[config.mk]
export PLATFORM = sky130hd
export DESIGN_NAME = spc_label
export DESIGN_NICKNAME = d
export VERILOG_FILES = /design/src/rtl/spc_pkg.sv /design/src/rtl/spc_label.sv
export SDC_FILE = /design/constraint.sdc
export NUM_CORES = 2
export LEC_CHECK = 0
export BUFFER_PORTS_ARGS = -buffer_cell sky130_fd_sc_hd__buf_2
export CAP_MARGIN = 20
export CORE_MARGIN = 2
export CORE_UTILIZATION = 40
export CTS_BUF_LIST = sky130_fd_sc_hd__clkbuf_4 sky130_fd_sc_hd__clkbuf_8
export DETAILED_ROUTE_END_ITERATION = 16
export PLACE_DENSITY = 0.55
export SLEW_MARGIN = 20
export SYNTH_ARGS = -nofsm -noshare
export SYNTH_HDL_FRONTEND = slang
export SYNTH_SLANG_ARGS = --single-unit
[constraint.sdc]
create_clock -name clock -period 28.6 [get_ports clock]
set_clock_uncertainty 0.15 [all_clocks]
set_input_delay 1.43 -clock clock [delete_from_list [all_inputs] [get_ports clock]]
set_output_delay 1.43 -clock clock [all_outputs]
set_load 0.02 [all_outputs]
[src/rtl/spc_pkg.sv]
package spc_pkg;

   // Configuration register indexes.
   localparam logic [2:0] CFG_WINDOW_LOW    = 3'd0;
   localparam logic [2:0] CFG_WINDOW_HIGH   = 3'd1;
   localparam logic [2:0] CFG_BASE_MODE     = 3'd2;
   localparam logic [2:0] CFG_OVERLAY_MODE  = 3'd3;
   localparam logic [2:0] CFG_OVERLAY_ALPHA = 3'd4;
   localparam logic [2:0] CFG_OVERLAY_LOW   = 3'd5;
   localparam logic [2:0] CFG_OVERLAY_HIGH  = 3'd6;
   localparam logic [2:0] CFG_LABEL_ALPHA   = 3'd7;

   // Color map modes.
   localparam logic [2:0] MODE_GRAY    = 3'd0;
   localparam logic [2:0] MODE_HOT     = 3'd1;
   localparam logic [2:0] MODE_COOL    = 3'd2;
   localparam logic [2:0] MODE_VIRIDIS = 3'd3;
   localparam logic [2:0] MODE_OFF     = 3'd4;

   // HSV label colors in Q0.16; the hue step PHI_FRAC is Q0.32.
   localparam longint unsigned ONE16    = 65536;
   localparam longint unsigned SAT      = 45875;
   localparam longint unsigned VAL_LO   = 49152;
   localparam longint unsigned VAL_HI   = 62259;
   localparam longint unsigned PVAL_LO  = (VAL_LO * (ONE16 - SAT)) >> 16;
   localparam longint unsigned PVAL_HI  = (VAL_HI * (ONE16 - SAT)) >> 16;
   localparam logic [31:0]     PHI_FRAC = 32'd2654435769;
   // Reciprocal of seven, exact for 15-bit operands after a shift by 20.
   localparam logic [17:0]     DIV7_MUL = 18'd149797;
   localparam int unsigned     DIV7_SHIFT = 20;

   typedef struct packed {
      logic [7:0] red;
      logic [7:0] green;
      logic [7:0] blue;
   } rgb_type;

   // Prepared window operands for the pipelined divider.
   typedef struct packed {
      logic [15:0] num;
      logic [15:0] den;
      logic        zero;
      logic        full;
   } win_type;

   function automatic logic [7:0] sat8(input logic [10:0] x);
      return (x > 11'd255) ? 8'd255 : x[7:0];
   endfunction

   function automatic win_type win_prep(input logic [15:0] x, input logic [15:0] lo,
                                        input logic [15:0] hi);
      logic [16:0] diff;
      logic [16:0] rng;
      win_type     w;
      diff   = {x[15], x} - {lo[15], lo};
      rng    = {hi[15], hi} - {lo[15], lo};
      w.den  = (rng[16] || rng == 17'd0) ? 16'd1 : rng[15:0];
      w.num  = diff[15:0];
      w.zero = diff[16] || diff == 17'd0;
      w.full = !w.zero && (diff[15:0] >= w.den);
      return w;
   endfunction

   function automatic logic [15:0] vir_knot(input logic [1:0] ch, input logic [1:0] seg);
      logic [15:0] k;
      case ({ch, seg})
         4'h0: k = 16'd17498;
         4'h1: k = 16'd8389;
         4'h2: k = 16'd24183;
         4'h3: k = 16'd65077;
         4'h4: k = 16'd328;
         4'h5: k = 16'd37487;
         4'h6: k = 16'd51642;
         4'h7: k = 16'd59376;
         4'h8: k = 16'd21561;
         4'h9: k = 16'd36241;
         4'hA: k = 16'd25690;
         4'hB: k = 16'd9437;
         default: k = 16'd0;
      endcase
      return k;
   endfunction

   function automatic rgb_type label_rgb(input logic [4:0] idx);
      rgb_type c;
      case (idx)
         5'd0:  c = '{8'd31,  8'd119, 8'd180};
         5'd1:  c = '{8'd174, 8'd199, 8'd232};
         5'd2:  c = '{8'd255, 8'd127, 8'd14};
         5'd3:  c = '{8'd255, 8'd187, 8'd120};
         5'd4:  c = '{8'd44,  8'd160, 8'd44};
         5'd5:  c = '{8'd152, 8'd223, 8'd138};
         5'd6:  c = '{8'd214, 8'd39,  8'd40};
         5'd7:  c = '{8'd255, 8'd152, 8'd150};
         5'd8:  c = '{8'd148, 8'd103, 8'd189};
         5'd9:  c = '{8'd197, 8'd176, 8'd213};
         5'd10: c = '{8'd140, 8'd86,  8'd75};
         5'd11: c = '{8'd196, 8'd156, 8'd148};
         5'd12: c = '{8'd227, 8'd119, 8'd194};
         5'd13: c = '{8'd247, 8'd182, 8'd210};
         5'd14: c = '{8'd127, 8'd127, 8'd127};
         5'd15: c = '{8'd199, 8'd199, 8'd199};
         5'd16: c = '{8'd188, 8'd189, 8'd34};
         5'd17: c = '{8'd219, 8'd219, 8'd141};
         5'd18: c = '{8'd23,  8'd190, 8'd207};
         5'd19: c = '{8'd158, 8'd218, 8'd229};
         default: c = '{8'd0, 8'd0, 8'd0};
      endcase
      return c;
   endfunction

endpackage

[src/rtl/spc_label.sv]
// Label color: table for the first twenty labels, golden-ratio HSV beyond.
// Four stages: hue and value select, sector and fraction, q and w, select.
module spc_label (
   input  logic             clock,
   input  logic [3:0]       ld,        // load enables of pipeline stages 2..5
   input  logic [14:0]      idx,       // label minus one
   output spc_pkg::rgb_type rgb
);

   logic [14:0]      k;
   logic [32:0]      kd;
   logic [31:0]      h_in, h_ff;
   logic             vsel2_ff, vsel3_ff, vsel4_ff;
   logic             tbl2_ff, tbl3_ff, tbl4_ff;
   logic [4:0]       ti2_ff, ti3_ff, ti4_ff;

   always_comb begin
      k    = idx - 15'd20;
      h_in = 32'({17'd0, k} * spc_pkg::PHI_FRAC);
      kd   = 33'(k) * 33'(spc_pkg::DIV7_MUL);
   end

   always_ff @(posedge clock) begin
      if (ld[0]) begin
         h_ff     <= h_in;
         vsel2_ff <= kd[spc_pkg::DIV7_SHIFT];
         tbl2_ff  <= (idx < 15'd20);
         ti2_ff   <= idx[4:0];
      end
   end

   logic [34:0] h6;
   logic [15:0] f;
   logic [31:0] fs_p;
   logic [32:0] fs2_p;
   logic [2:0]  sect3_ff;
   logic [15:0] fs_ff, fs2_ff;

   always_comb begin
      h6    = ({3'd0, h_ff} << 2) + ({3'd0, h_ff} << 1);
      f     = h6[31:16];
      fs_p  = 32'(f) * 32'(spc_pkg::SAT);
      fs2_p = 33'(17'h10000 - {1'b0, f}) * 33'(spc_pkg::SAT);
   end

   always_ff @(posedge clock) begin
      if (ld[1]) begin
         sect3_ff <= h6[34:32];
         fs_ff    <= fs_p[31:16];
         fs2_ff   <= fs2_p[31:16];
         vsel3_ff <= vsel2_ff;
         tbl3_ff  <= tbl2_ff;
         ti3_ff   <= ti2_ff;
      end
   end

   logic [15:0] v3;
   logic [32:0] q_p, w_p;
   logic [2:0]  sect4_ff;
   logic [15:0] q_ff, w_ff;

   always_comb begin
      v3  = vsel3_ff ? 16'(spc_pkg::VAL_HI) : 16'(spc_pkg::VAL_LO);
      q_p = 33'(v3) * 33'(17'h10000 - {1'b0, fs_ff});
      w_p = 33'(v3) * 33'(17'h10000 - {1'b0, fs2_ff});
   end

   always_ff @(posedge clock) begin
      if (ld[2]) begin
         q_ff     <= q_p[31:16];
         w_ff     <= w_p[31:16];
         sect4_ff <= sect3_ff;
         vsel4_ff <= vsel3_ff;
         tbl4_ff  <= tbl3_ff;
         ti4_ff   <= ti3_ff;
      end
   end

   logic [15:0]      v4, p4;
   logic [15:0]      c [3];
   spc_pkg::rgb_type hsv;
   spc_pkg::rgb_type rgb_ff;

   function automatic logic [7:0] scale_q16(input logic [15:0] x);
      logic [23:0] p;
      p = ({8'd0, x} << 8) - {8'd0, x};
      return spc_pkg::sat8({3'd0, p[23:16]});
   endfunction

   always_comb begin
      v4 = vsel4_ff ? 16'(spc_pkg::VAL_HI) : 16'(spc_pkg::VAL_LO);
      p4 = vsel4_ff ? 16'(spc_pkg::PVAL_HI) : 16'(spc_pkg::PVAL_LO);
      case (sect4_ff)
         3'd0: begin c[0] = v4;   c[1] = w_ff; c[2] = p4;   end
         3'd1: begin c[0] = q_ff; c[1] = v4;   c[2] = p4;   end
         3'd2: begin c[0] = p4;   c[1] = v4;   c[2] = w_ff; end
         3'd3: begin c[0] = p4;   c[1] = q_ff; c[2] = v4;   end
         3'd4: begin c[0] = w_ff; c[1] = p4;   c[2] = v4;   end
         default: begin c[0] = v4; c[1] = p4;  c[2] = q_ff; end
      endcase
      hsv = '{scale_q16(c[0]), scale_q16(c[1]), scale_q16(c[2])};
   end

   always_ff @(posedge clock) begin
      if (ld[3]) begin
         rgb_ff <= tbl4_ff ? spc_pkg::label_rgb(ti4_ff) : hsv;
      end
   end

   assign rgb = rgb_ff;

endmodule

==> impl_results.md <==
- Critical path type: flop to flop
- Drt first pass iters: 6
- CTS tree: done
- First-pass GRT wire length: 134000 um
- Post-Synthesis Cell Area: 35300 um^2
- GP Congestion: 0.896
- Data required time of the worst path: 28.77 ns
- Initial DRC count: between 1000 and 1500
- Die height: roughly 300 um
- Final slew viol count: 0
- # IOs: 44
- Max-slew headroom: 0.306
- Final min period: 9.99 ns
- Max-Cap Viols: 0
- Worst Path Arrival: around 10 ns
- Worst-path clk slew: between 0.1 and 0.15 ns
- Postcts setup bufs: 0
- Antenna diodes: 0
- Core Area: 87000 um^2
- Drt total wl: 80200 um
- Syn avg cell area: 9.93 um^2
- Cells after Synth: 3553
- Seq cells post-synth: ~170
- Number of global-route vias before repair: 25500
- H-tree lvl count: 4
- Avg Vias per Cell: slightly below 5
- Critical Path Max Stage Delay: approximately 0.82 ns
- IO Port Bufs: 43
- CTS Buffer Depth: 2
- Avg WL per Cell: around 17 um
- Antenna violations before repair: 0
- Final Hold Viols: 0
- Root cell of the clock tree: clkbuf_8
- Num rows: approximately 110
- Sequential share of the synthesized area: 0.137
- Initial Util: 0.405
- Die area: slightly above 90000 um^2
- Async set or reset register ratio after synthesis: 0
- Final Setup Violations: 0
- Vias: 23700
- CP startpoint kind: flop
- HP Class: flop to flop
- Post-DP HPWL: 71000 um
- Clock sinks: 169
- CP max-delay cell: o311ai_0
- Crit-path max FO: 5
- Max Fclk: between 100 and 150 MHz
- CP most frequent cell: fa_1
- Share of the synthesized area in the top cell type: 0.306
- Syn_nets: 4774
- Post-layout nets: 4819
- Post-synth top cells: 874 x inv_1, 662 x ha_1, 539 x fa_1
- Overall Global Routing Usage: 0.187
- Largest net degree at the start of global routing: 56
- Yosys top cell by area: fa_1
- Worst setup EP type: flop
- Final period utilization: 0.349
- Clk_lat worst skew: 0.56 ns
- # resized after CTS: 0
- Top post-synthesis cells by area: fa_1 31%, ha_1 23%, edfxtp_1 12%
- Synth Flop Type: edfxtp_1
- Hold Buf Count CTS: 0
- Num CTS Buffers: 17
- Post-synth EDFFs: 145
- Total gr overflow: 0
- Synth warn: 0
- Outcome: finished, final reports clean
- DRC viols: 0
- Antenna Nets Post-Route: 0
- Worst-margin pin slew: 1.03 ns
- Share of cells above drive strength 1: 0.0385
- Area delta synth->final: 6.01%
- Count leader, synth: inv_1
- Die width: 301 um
- Unique cell type count in the Yosys netlist: 80
- RSZ-0062 raised after global routing: no
- Setup TNS: 0 ns
==> cell usage in the layout (no fill, tap or decap), types with 15 or more instances in the layout <==
| master | count |
|---|---|
| fa_1 | 539 |
| nand4_1 | 17 |
| nor2_1 | 153 |
| buf_2 | 43 |
| nand2_1 | 112 |
| and3_1 | 21 |
| edfxtp_1 | 145 |
| xor2_1 | 61 |
| dfxtp_1 | 24 |
| clkbuf_8 | 17 |
| nand3_1 | 59 |
| o21a_1 | 26 |
| buf_4 | 33 |
| and2_1 | 46 |
| inv_1 | 874 |
| ha_1 | 662 |
| o21ai_0 | 92 |
| nor3_1 | 65 |
| a21oi_1 | 123 |
| a21o_1 | 47 |
| nor2b_1 | 20 |
| o31ai_1 | 15 |
| xnor2_1 | 129 |
| a211oi_1 | 23 |
| or3_1 | 15 |
==> cell type report <==
class / instances / area, um^2
fill: 8565 / 49600
multi-input combinational: 2458 / 26900
sequential: 169 / 4830
inverter: 876 / 3290
tap: 1155 / 1450
timing repair buffer: 76 / 463
clock buffer: 17 / 234
clock inverter: 15 / 218
==> path summary, 6_finish.rpt <==
kind                            cells past startpoint        end  startpoint  slack, ns
worst min-delay path                                0   vsel3_ff    vsel2_ff       0.28
worst max register to register                     31  fs2_ff[9]    h_ff[13]      18.61
worst max-delay path                               31  fs2_ff[9]    h_ff[13]      18.61
worst min register to register                      0   vsel3_ff    vsel2_ff       0.28
==> metal layers <==
metal | global-route usage | share of wire | vias up
li1 | - | - | 11700
met1 | 0.253 | 0.47 | 11600
met2 | 0.327 | 0.49 | 309
met3 | 0.0174 | 0.022 | 61
met4 | 0.0340 | 0.014 | 0
met5 | 0 | 0 | -
==> cells by family (layout without fill, tap and decap cells) <==
group           Yosys count  count (layout)  synth area share
xor+xnor                191             191            0.0476
buf+inv                 926             984             0.100
simple gates            571             571            0.0800
mux                       8               8           0.00238
compound gates          487             487            0.0922
fa+ha+maj              1201            1201             0.541
flops                   169             169             0.137
==> through the flow <==
stage / worst slack [ns] / util / cell area, um^2 / std cells / hold slack (ns)
after floorplan: 19.41 / - / 35300 / 3553 / 0.250
after detailed placement: 18.72 / 0.425 / 36900 / 4734 / 0.255
after global routing: 18.00 / 0.430 / 37400 / 4766 / 0.287
final: 18.61 / 0.430 / 37400 / 4766 / 0.282
after global placement: 18.91 / 0.425 / 36900 / 4734 / 0.252
after CTS: 18.68 / 0.430 / 37400 / 4766 / 0.284
==> critical path, delay by kind of cell (launching register included) <==
family / cells / cell delay [ns]
AOI/OAI and AO/OA: 12 / 3.87
xor gates and xnor gates: 3 / 1.01
adders and majority gates: 9 / 3.78
buffers and inverters: 4 / 0.23
DFF: 1 / 0.42
and+or+nand+nor: 3 / 0.28
Power is not shown: default switching activity piles up to over one toggle a cycle in this logic, so the estimate is an artifact.
