**src/rtl/spc_pkg.sv**
```systemverilog
package spc_pkg;

   // Configuration register indexes.
   localparam logic [2:0] CFG_WINDOW_LOW    = 3'd0;
   localparam logic [2:0] CFG_WINDOW_HIGH   = 3'd1;
   localparam logic [2:0] CFG_BASE_MODE     = 3'd2;
   localparam logic [2:0] CFG_OVERLAY_MODE  = 3'd3;
   localparam logic [2:0] CFG_OVERLAY_ALPHA = 3'd4;
   localparam logic [2:0] CFG_OVERLAY_LOW   = 3'd5;
   localparam logic [2:0] CFG_OVERLAY_HIGH  = 3'd6;
   localparam logic [2:0] CFG_LABEL_ALPHA   = 3'd7;

   // Color map modes.
   localparam logic [2:0] MODE_GRAY    = 3'd0;
   localparam logic [2:0] MODE_HOT     = 3'd1;
   localparam logic [2:0] MODE_COOL    = 3'd2;
   localparam logic [2:0] MODE_VIRIDIS = 3'd3;
   localparam logic [2:0] MODE_OFF     = 3'd4;

   // HSV label colors in Q0.16; the hue step PHI_FRAC is Q0.32.
   localparam longint unsigned ONE16    = 65536;
   localparam longint unsigned SAT      = 45875;
   localparam longint unsigned VAL_LO   = 49152;
   localparam longint unsigned VAL_HI   = 62259;
   localparam longint unsigned PVAL_LO  = (VAL_LO * (ONE16 - SAT)) >> 16;
   localparam longint unsigned PVAL_HI  = (VAL_HI * (ONE16 - SAT)) >> 16;
   localparam logic [31:0]     PHI_FRAC = 32'd2654435769;
   // Reciprocal of seven, exact for 15-bit operands after a shift by 20.
   localparam logic [17:0]     DIV7_MUL = 18'd149797;
   localparam int unsigned     DIV7_SHIFT = 20;

   typedef struct packed {
      logic [7:0] red;
      logic [7:0] green;
      logic [7:0] blue;
   } rgb_type;

   // Prepared window operands for the pipelined divider.
   typedef struct packed {
      logic [15:0] num;
      logic [15:0] den;
      logic        zero;
      logic        full;
   } win_type;

   function automatic logic [7:0] sat8(input logic [10:0] x);
      return (x > 11'd255) ? 8'd255 : x[7:0];
   endfunction

   function automatic win_type win_prep(input logic [15:0] x, input logic [15:0] lo,
                                        input logic [15:0] hi);
      logic [16:0] diff;
      logic [16:0] rng;
      win_type     w;
      diff   = {x[15], x} - {lo[15], lo};
      rng    = {hi[15], hi} - {lo[15], lo};
      w.den  = (rng[16] || rng == 17'd0) ? 16'd1 : rng[15:0];
      w.num  = diff[15:0];
      w.zero = diff[16] || diff == 17'd0;
      w.full = !w.zero && (diff[15:0] >= w.den);
      return w;
   endfunction

   function automatic logic [15:0] vir_knot(input logic [1:0] ch, input logic [1:0] seg);
      logic [15:0] k;
      case ({ch, seg})
         4'h0: k = 16'd17498;
         4'h1: k = 16'd8389;
         4'h2: k = 16'd24183;
         4'h3: k = 16'd65077;
         4'h4: k = 16'd328;
         4'h5: k = 16'd37487;
         4'h6: k = 16'd51642;
         4'h7: k = 16'd59376;
         4'h8: k = 16'd21561;
         4'h9: k = 16'd36241;
         4'hA: k = 16'd25690;
         4'hB: k = 16'd9437;
         default: k = 16'd0;
      endcase
      return k;
   endfunction

   function automatic rgb_type label_rgb(input logic [4:0] idx);
      rgb_type c;
      case (idx)
         5'd0:  c = '{8'd31,  8'd119, 8'd180};
         5'd1:  c = '{8'd174, 8'd199, 8'd232};
         5'd2:  c = '{8'd255, 8'd127, 8'd14};
         5'd3:  c = '{8'd255, 8'd187, 8'd120};
         5'd4:  c = '{8'd44,  8'd160, 8'd44};
         5'd5:  c = '{8'd152, 8'd223, 8'd138};
         5'd6:  c = '{8'd214, 8'd39,  8'd40};
         5'd7:  c = '{8'd255, 8'd152, 8'd150};
         5'd8:  c = '{8'd148, 8'd103, 8'd189};
         5'd9:  c = '{8'd197, 8'd176, 8'd213};
         5'd10: c = '{8'd140, 8'd86,  8'd75};
         5'd11: c = '{8'd196, 8'd156, 8'd148};
         5'd12: c = '{8'd227, 8'd119, 8'd194};
         5'd13: c = '{8'd247, 8'd182, 8'd210};
         5'd14: c = '{8'd127, 8'd127, 8'd127};
         5'd15: c = '{8'd199, 8'd199, 8'd199};
         5'd16: c = '{8'd188, 8'd189, 8'd34};
         5'd17: c = '{8'd219, 8'd219, 8'd141};
         5'd18: c = '{8'd23,  8'd190, 8'd207};
         5'd19: c = '{8'd158, 8'd218, 8'd229};
         default: c = '{8'd0, 8'd0, 8'd0};
      endcase
      return c;
   endfunction

endpackage

```
**src/rtl/spc_chan.sv**
```systemverilog
// One windowed channel: a four-stage radix-2 divider (four quotient bits per
// stage) followed by two color map stages.
module spc_chan (
   input  logic             clock,
   input  logic [5:0]       ld,        // load enables of pipeline stages 2..7
   input  logic [2:0]       mode,
   input  spc_pkg::win_type win,
   output logic [16:0]      t_out,     // Q1.16 fraction at stage 5
   output spc_pkg::rgb_type rgb        // mapped color at stage 7
);

   logic [15:0]      rem_ff [4];
   logic [15:0]      quo_ff [4];
   spc_pkg::win_type win_ff [4];
   logic [15:0]      rem_in [4];
   logic [15:0]      quo_in [4];
   logic [15:0]      rem_src [4];
   logic [15:0]      quo_src [4];
   spc_pkg::win_type win_src [4];

   function automatic logic [7:0] scale255(input logic [18:0] x);
      logic [26:0] p;
      p = ({8'd0, x} << 8) - {8'd0, x};
      return spc_pkg::sat8(p[26:16]);
   endfunction

   always_comb begin
      rem_src[0] = win.num;
      quo_src[0] = 16'd0;
      win_src[0] = win;
      for (int s = 1; s < 4; s++) begin
         rem_src[s] = rem_ff[s-1];
         quo_src[s] = quo_ff[s-1];
         win_src[s] = win_ff[s-1];
      end
   end

   // The remainder stays below the divisor, so each step is a 17-bit compare.
   always_comb begin
      logic [15:0] r;
      logic [15:0] q;
      logic [16:0] r2;
      for (int s = 0; s < 4; s++) begin
         r = rem_src[s];
         q = quo_src[s];
         for (int b = 0; b < 4; b++) begin
            r2 = {r, 1'b0};
            if (r2 >= {1'b0, win_src[s].den}) begin
               r2 = r2 - {1'b0, win_src[s].den};
               q  = {q[14:0], 1'b1};
            end else begin
               q  = {q[14:0], 1'b0};
            end
            r = r2[15:0];
         end
         rem_in[s] = r;
         quo_in[s] = q;
      end
   end

   always_ff @(posedge clock) begin
      for (int s = 0; s < 4; s++) begin
         if (ld[s]) begin
            rem_ff[s] <= rem_in[s];
            quo_ff[s] <= quo_in[s];
            win_ff[s] <= win_src[s];
         end
      end
   end

   assign t_out = win_ff[3].zero ? 17'd0 :
                  win_ff[3].full ? 17'h10000 : {1'b0, quo_ff[3]};

   // First map stage: direct maps and the viridis partial products.
   logic [18:0]      t3;
   logic [1:0]       seg;
   logic [16:0]      u;
   logic [16:0]      u_inv;
   spc_pkg::rgb_type gray_in, hot_in, cool_in;
   logic [32:0]      pa_in [3];
   logic [32:0]      pb_in [3];
   spc_pkg::rgb_type gray_ff, hot_ff, cool_ff;
   logic [32:0]      pa_ff [3];
   logic [32:0]      pb_ff [3];

   always_comb begin
      t3       = {2'b0, t_out} + {1'b0, t_out, 1'b0};
      seg      = (t3[18:16] > 3'd2) ? 2'd2 : t3[17:16];
      u        = 17'(t3 - {1'b0, seg, 16'd0});
      u_inv    = 17'h10000 - u;
      gray_in  = '{scale255({2'b0, t_out}), scale255({2'b0, t_out}),
                   scale255({2'b0, t_out})};
      hot_in.red   = scale255(t3);
      hot_in.green = (t3 > 19'h10000) ? scale255(t3 - 19'h10000) : 8'd0;
      hot_in.blue  = (t3 > 19'h20000) ? scale255(t3 - 19'h20000) : 8'd0;
      cool_in.red   = scale255({2'b0, t_out});
      cool_in.green = scale255({2'b0, 17'h10000 - t_out});
      cool_in.blue  = 8'd255;
      for (int c = 0; c < 3; c++) begin
         pa_in[c] = 33'(spc_pkg::vir_knot(2'(c), seg)) * 33'(u_inv);
         pb_in[c] = 33'(spc_pkg::vir_knot(2'(c), 2'(seg + 2'd1))) * 33'(u);
      end
   end

   always_ff @(posedge clock) begin
      if (ld[4]) begin
         gray_ff <= gray_in;
         hot_ff  <= hot_in;
         cool_ff <= cool_in;
         for (int c = 0; c < 3; c++) begin
            pa_ff[c] <= pa_in[c];
            pb_ff[c] <= pb_in[c];
         end
      end
   end

   // Second map stage: viridis sum and scale, then mode select.
   logic [7:0]       vir [3];
   spc_pkg::rgb_type rgb_in;
   spc_pkg::rgb_type rgb_ff;

   always_comb begin
      logic [33:0] mix;
      logic [41:0] sc;
      for (int c = 0; c < 3; c++) begin
         mix    = 34'(pa_ff[c]) + 34'(pb_ff[c]);
         sc     = (42'(mix) << 8) - 42'(mix);
         vir[c] = spc_pkg::sat8({1'b0, sc[41:32]});
      end
      case (mode)
         spc_pkg::MODE_GRAY:    rgb_in = gray_ff;
         spc_pkg::MODE_HOT:     rgb_in = hot_ff;
         spc_pkg::MODE_COOL:    rgb_in = cool_ff;
         spc_pkg::MODE_VIRIDIS: rgb_in = '{vir[0], vir[1], vir[2]};
         default:               rgb_in = '{8'd0, 8'd0, 8'd0};
      endcase
   end

   always_ff @(posedge clock) begin
      if (ld[5]) begin
         rgb_ff <= rgb_in;
      end
   end

   assign rgb = rgb_ff;

endmodule

```
**config.mk**
```make
export PLATFORM = sky130hd
export DESIGN_NAME = spc_chan
export DESIGN_NICKNAME = d
export VERILOG_FILES = /design/src/rtl/spc_pkg.sv /design/src/rtl/spc_chan.sv
export SDC_FILE = /design/constraint.sdc
export NUM_CORES = 2
export LEC_CHECK = 0
export ABC_CLOCK_PERIOD_IN_PS = 14870
export BUFFER_PORTS_ARGS = -buffer_cell sky130_fd_sc_hd__buf_2
export CAP_MARGIN = 20
export CORE_MARGIN = 4
export CORE_UTILIZATION = 35
export CTS_CLUSTER_DIAMETER = 30
export DETAILED_ROUTE_END_ITERATION = 16
export PLACE_DENSITY = 0.61
export SYNTH_ARGS = -nofsm -noshare
export SYNTH_HDL_FRONTEND = slang
export SYNTH_SLANG_ARGS = --single-unit
```
**constraint.sdc**
```tcl
create_clock -name clock -period 14.87 [get_ports clock]
set_input_delay 2.974 -clock clock [delete_from_list [all_inputs] [get_ports clock]]
set_output_delay 2.974 -clock clock [all_outputs]
set_load 0.1 [all_outputs]
```
==> metrics.yaml <==
clock_network:
  root_buffer: "clkbuf_16"
  cts_max_level: 3
  cts_made_buffers: 109
  hold_buffers: 0
  cts_sinks: 406
  clockBufferDepth: 3
  post_cts_buffers: 0
  cts_resized: 0
  clk_pin_slew_ps: 50
  cts_tree: "yes"
  clk_latency_ps: 780
drt:
  drc_errors: 0
  drtIter0Drc: 5523
  viasPerCell: 5.32
  routed_wl_mm: 332
  wl_per_cell_um: 26.2
  vias: 67460
  ant_nets: 0
  first_pass_iters: 6
die:
  fp.coreArea_mm2: 0.241
  boundaryPins: 85
  num_rows: 180
  dieArea_mm2: 0.250
  start_util: 0.352
  die_y_um: 500
  die_x_um: 500
worst_setup_path:
  worstPathMaxFanout: 24
  crit_path_top_delay_cell: "ha_2"
  worstPathArrival_ps: 14400
  critPathLaunch: "win_ff[3][1]"
  crit_required_ps: 15350
  r2r_start: "win_ff[3][1]"
  crit_path_start_kind: "flop"
  max_stage_delay_ps: 890
  crit_type: "reg -> reg"
  critPathCaptureType: "flop"
timing:
  period_share: 0.936
  setup_viol: 0
  skew_ps: 96.6
  period_minus_slack_ps: 13920
  finalHoldViolCount: 0
  fin_tns_setup_ps: 0
  slew_viol_final: 0
  slew_headroom: 0.141
  worst_pin_slew_ps: 1280
  worst_slack_ps: 946
  rsz0062_at_grt: "no"
  max_freq_mhz: 71.8
yosys:
  synth.yosys.seq_area_share: 0.144
  synth_edf_count: 406
  synth_area_mm2: 0.0848
  ys_types: 95
  ys_async_sr_fraction: 0
  synth.ff_latch_count: 406
  synthFlopType: "edfxtp_1"
  synth_top_family_by_area: "adder cells"
  synth.area.mux_share: 0.0232
  synthCells: 9099
  synth-warning-count: 0
  synth_simple_gate_area_share: 0.102
  synth-xor-area-share: 0.0530
  syn_area_per_cell_um2: 9.31
  synth-adder-area-share: 0.454
  synth_compound_area_frac: 0.127
placement:
  port_buffers: 84
  pre_cts_ws_ps: 1260
  place_congestion: 1.05
  place_area_mm2: 0.0903
  hpwl_mm: 287
global_route:
  grt_first_pass_wirelength_mm: 484
  track_usage: 0.265
  antenna_found_initial: 16
  grt_overflow_total: 0
  grt_pass1_vias: 70973
  grt_max_degree: 75
finish:
  nNetsFinal: 11776
  layout-drive-gt1-share: 0.0763
  final_area_mm2: 0.0944
  area_growth_pct: 11.4
  fin_util: 0.392
  fill_cells: 23928
worst_hold_path:
  min_from: "quo_ff[2][6]"
  hold_path_class: "reg -> reg"
job:
  drv_cap: 0
run_status:
  status: "finished, final reports clean"
final cells by class:
| cell class | count | area, um2 | area share |
|---|---|---|---|
| inverters | 2032 | 7630 | 0.0808 |
| repair buffers | 297 | 2070 | 0.0219 |
| multi-input cells | 6508 | 64400 | 0.682 |
| flip-flops and latches | 406 | 12200 | 0.129 |
| clock buffers | 114 | 2750 | 0.0291 |
| diodes | 37 | 92.6 | 0.000981 |
| clock inverters | 92 | 1280 | 0.0136 |
| well taps | 3185 | 3990 | 0.0422 |
synth_stat cells, types with 154 or more instances:
| cell | number | area [um2] |
|---|---|---|
| edfxtp_1 | 406 | 12200 |
| ha_1 | 1220 | 15300 |
| a21oi_1 | 462 | 2310 |
| nand2_1 | 493 | 1850 |
| xor2_1 | 154 | 1350 |
| nor2_1 | 476 | 1790 |
| a21o_1 | 250 | 1880 |
| fa_1 | 1158 | 23200 |
| xnor2_1 | 359 | 3140 |
| o21ai_0 | 330 | 1650 |
| inv_1 | 2020 | 7580 |
| nand2b_1 | 159 | 995 |
flip-flops by register name, summed over array words and instances (netlist names):
name     cells
pa_ff       99
rgb         24
cool_ff     16
quo_ff      40
rem_ff      48
win_ff      56
hot_ff      24
pb_ff       99
per-stage QoR:
stage               std cells  hold WS [ps]
global route            12663           420
CTS                     12631           413
finish                  12671           415
global placement        12424           405
floorplan                9100           400
detailed placement      12425           405
worst paths after layout:
path,endpoint,slack (ps),cells past startpoint
max,pb_ff[0][65],950,44
min reg2reg,quo_ff[3][10],410,0
min,quo_ff[3][10],410,0
max reg2reg,pb_ff[0][65],950,44
cells by family after synthesis:
family / after synthesis
xor+xnor: 513
fa+ha+maj: 2378
simple gates: 1794
compound gates: 1651
flops: 406
other cells: 1
mux: 170
buf+inv: 2186
metal layers:
metal	routed length [um]	vias up	global-route usage
li1	-	30644	-
met1	137000	33828	0.337
met2	149000	2433	0.423
met3	26500	547	0.0633
met4	19200	8	0.127
met5	47	-	0
cell usage in the layout, fill, tap and decap left out, types with 21 or more instances in the layout:
master / instances
inv_1: 2020
ha_1: 1218
fa_1: 1158
nand2_1: 493
nor2_1: 475
a21oi_1: 462
edfxtp_1: 406
xnor2_1: 352
o21ai_0: 328
a21o_1: 250
buf_4: 208
nand2b_1: 159
xor2_1: 153
mux2_2: 139
nor3_1: 118
clkbuf_16: 109
nand3_1: 108
nor2b_1: 94
o21a_1: 87
buf_2: 83
o21bai_1: 75
and3_1: 69
nand4_1: 65
a211oi_1: 58
and2_1: 54
a31oi_1: 53
or3_1: 48
o211ai_1: 38
diode_2: 37
o31ai_1: 36
or2_2: 29
a211o_1: 25
a2111oi_0: 22
bufinv_16: 21
worst max-delay path, delay by kind of cell (launching register included):
| kind | cells | cell delay (ps) |
|---|---|---|
| AO/OA/AOI/OAI | 14 | 3650 |
| XOR/XNOR | 1 | 140 |
| adder cells (fa/ha/maj) | 10 | 5100 |
| buffers and inverters | 10 | 1990 |
| flip-flops | 1 | 450 |
| AND/OR/NAND/NOR | 9 | 2290 |
Power is not shown: default switching activity piles up to over one toggle a cycle in this logic, so the estimate is an artifact.
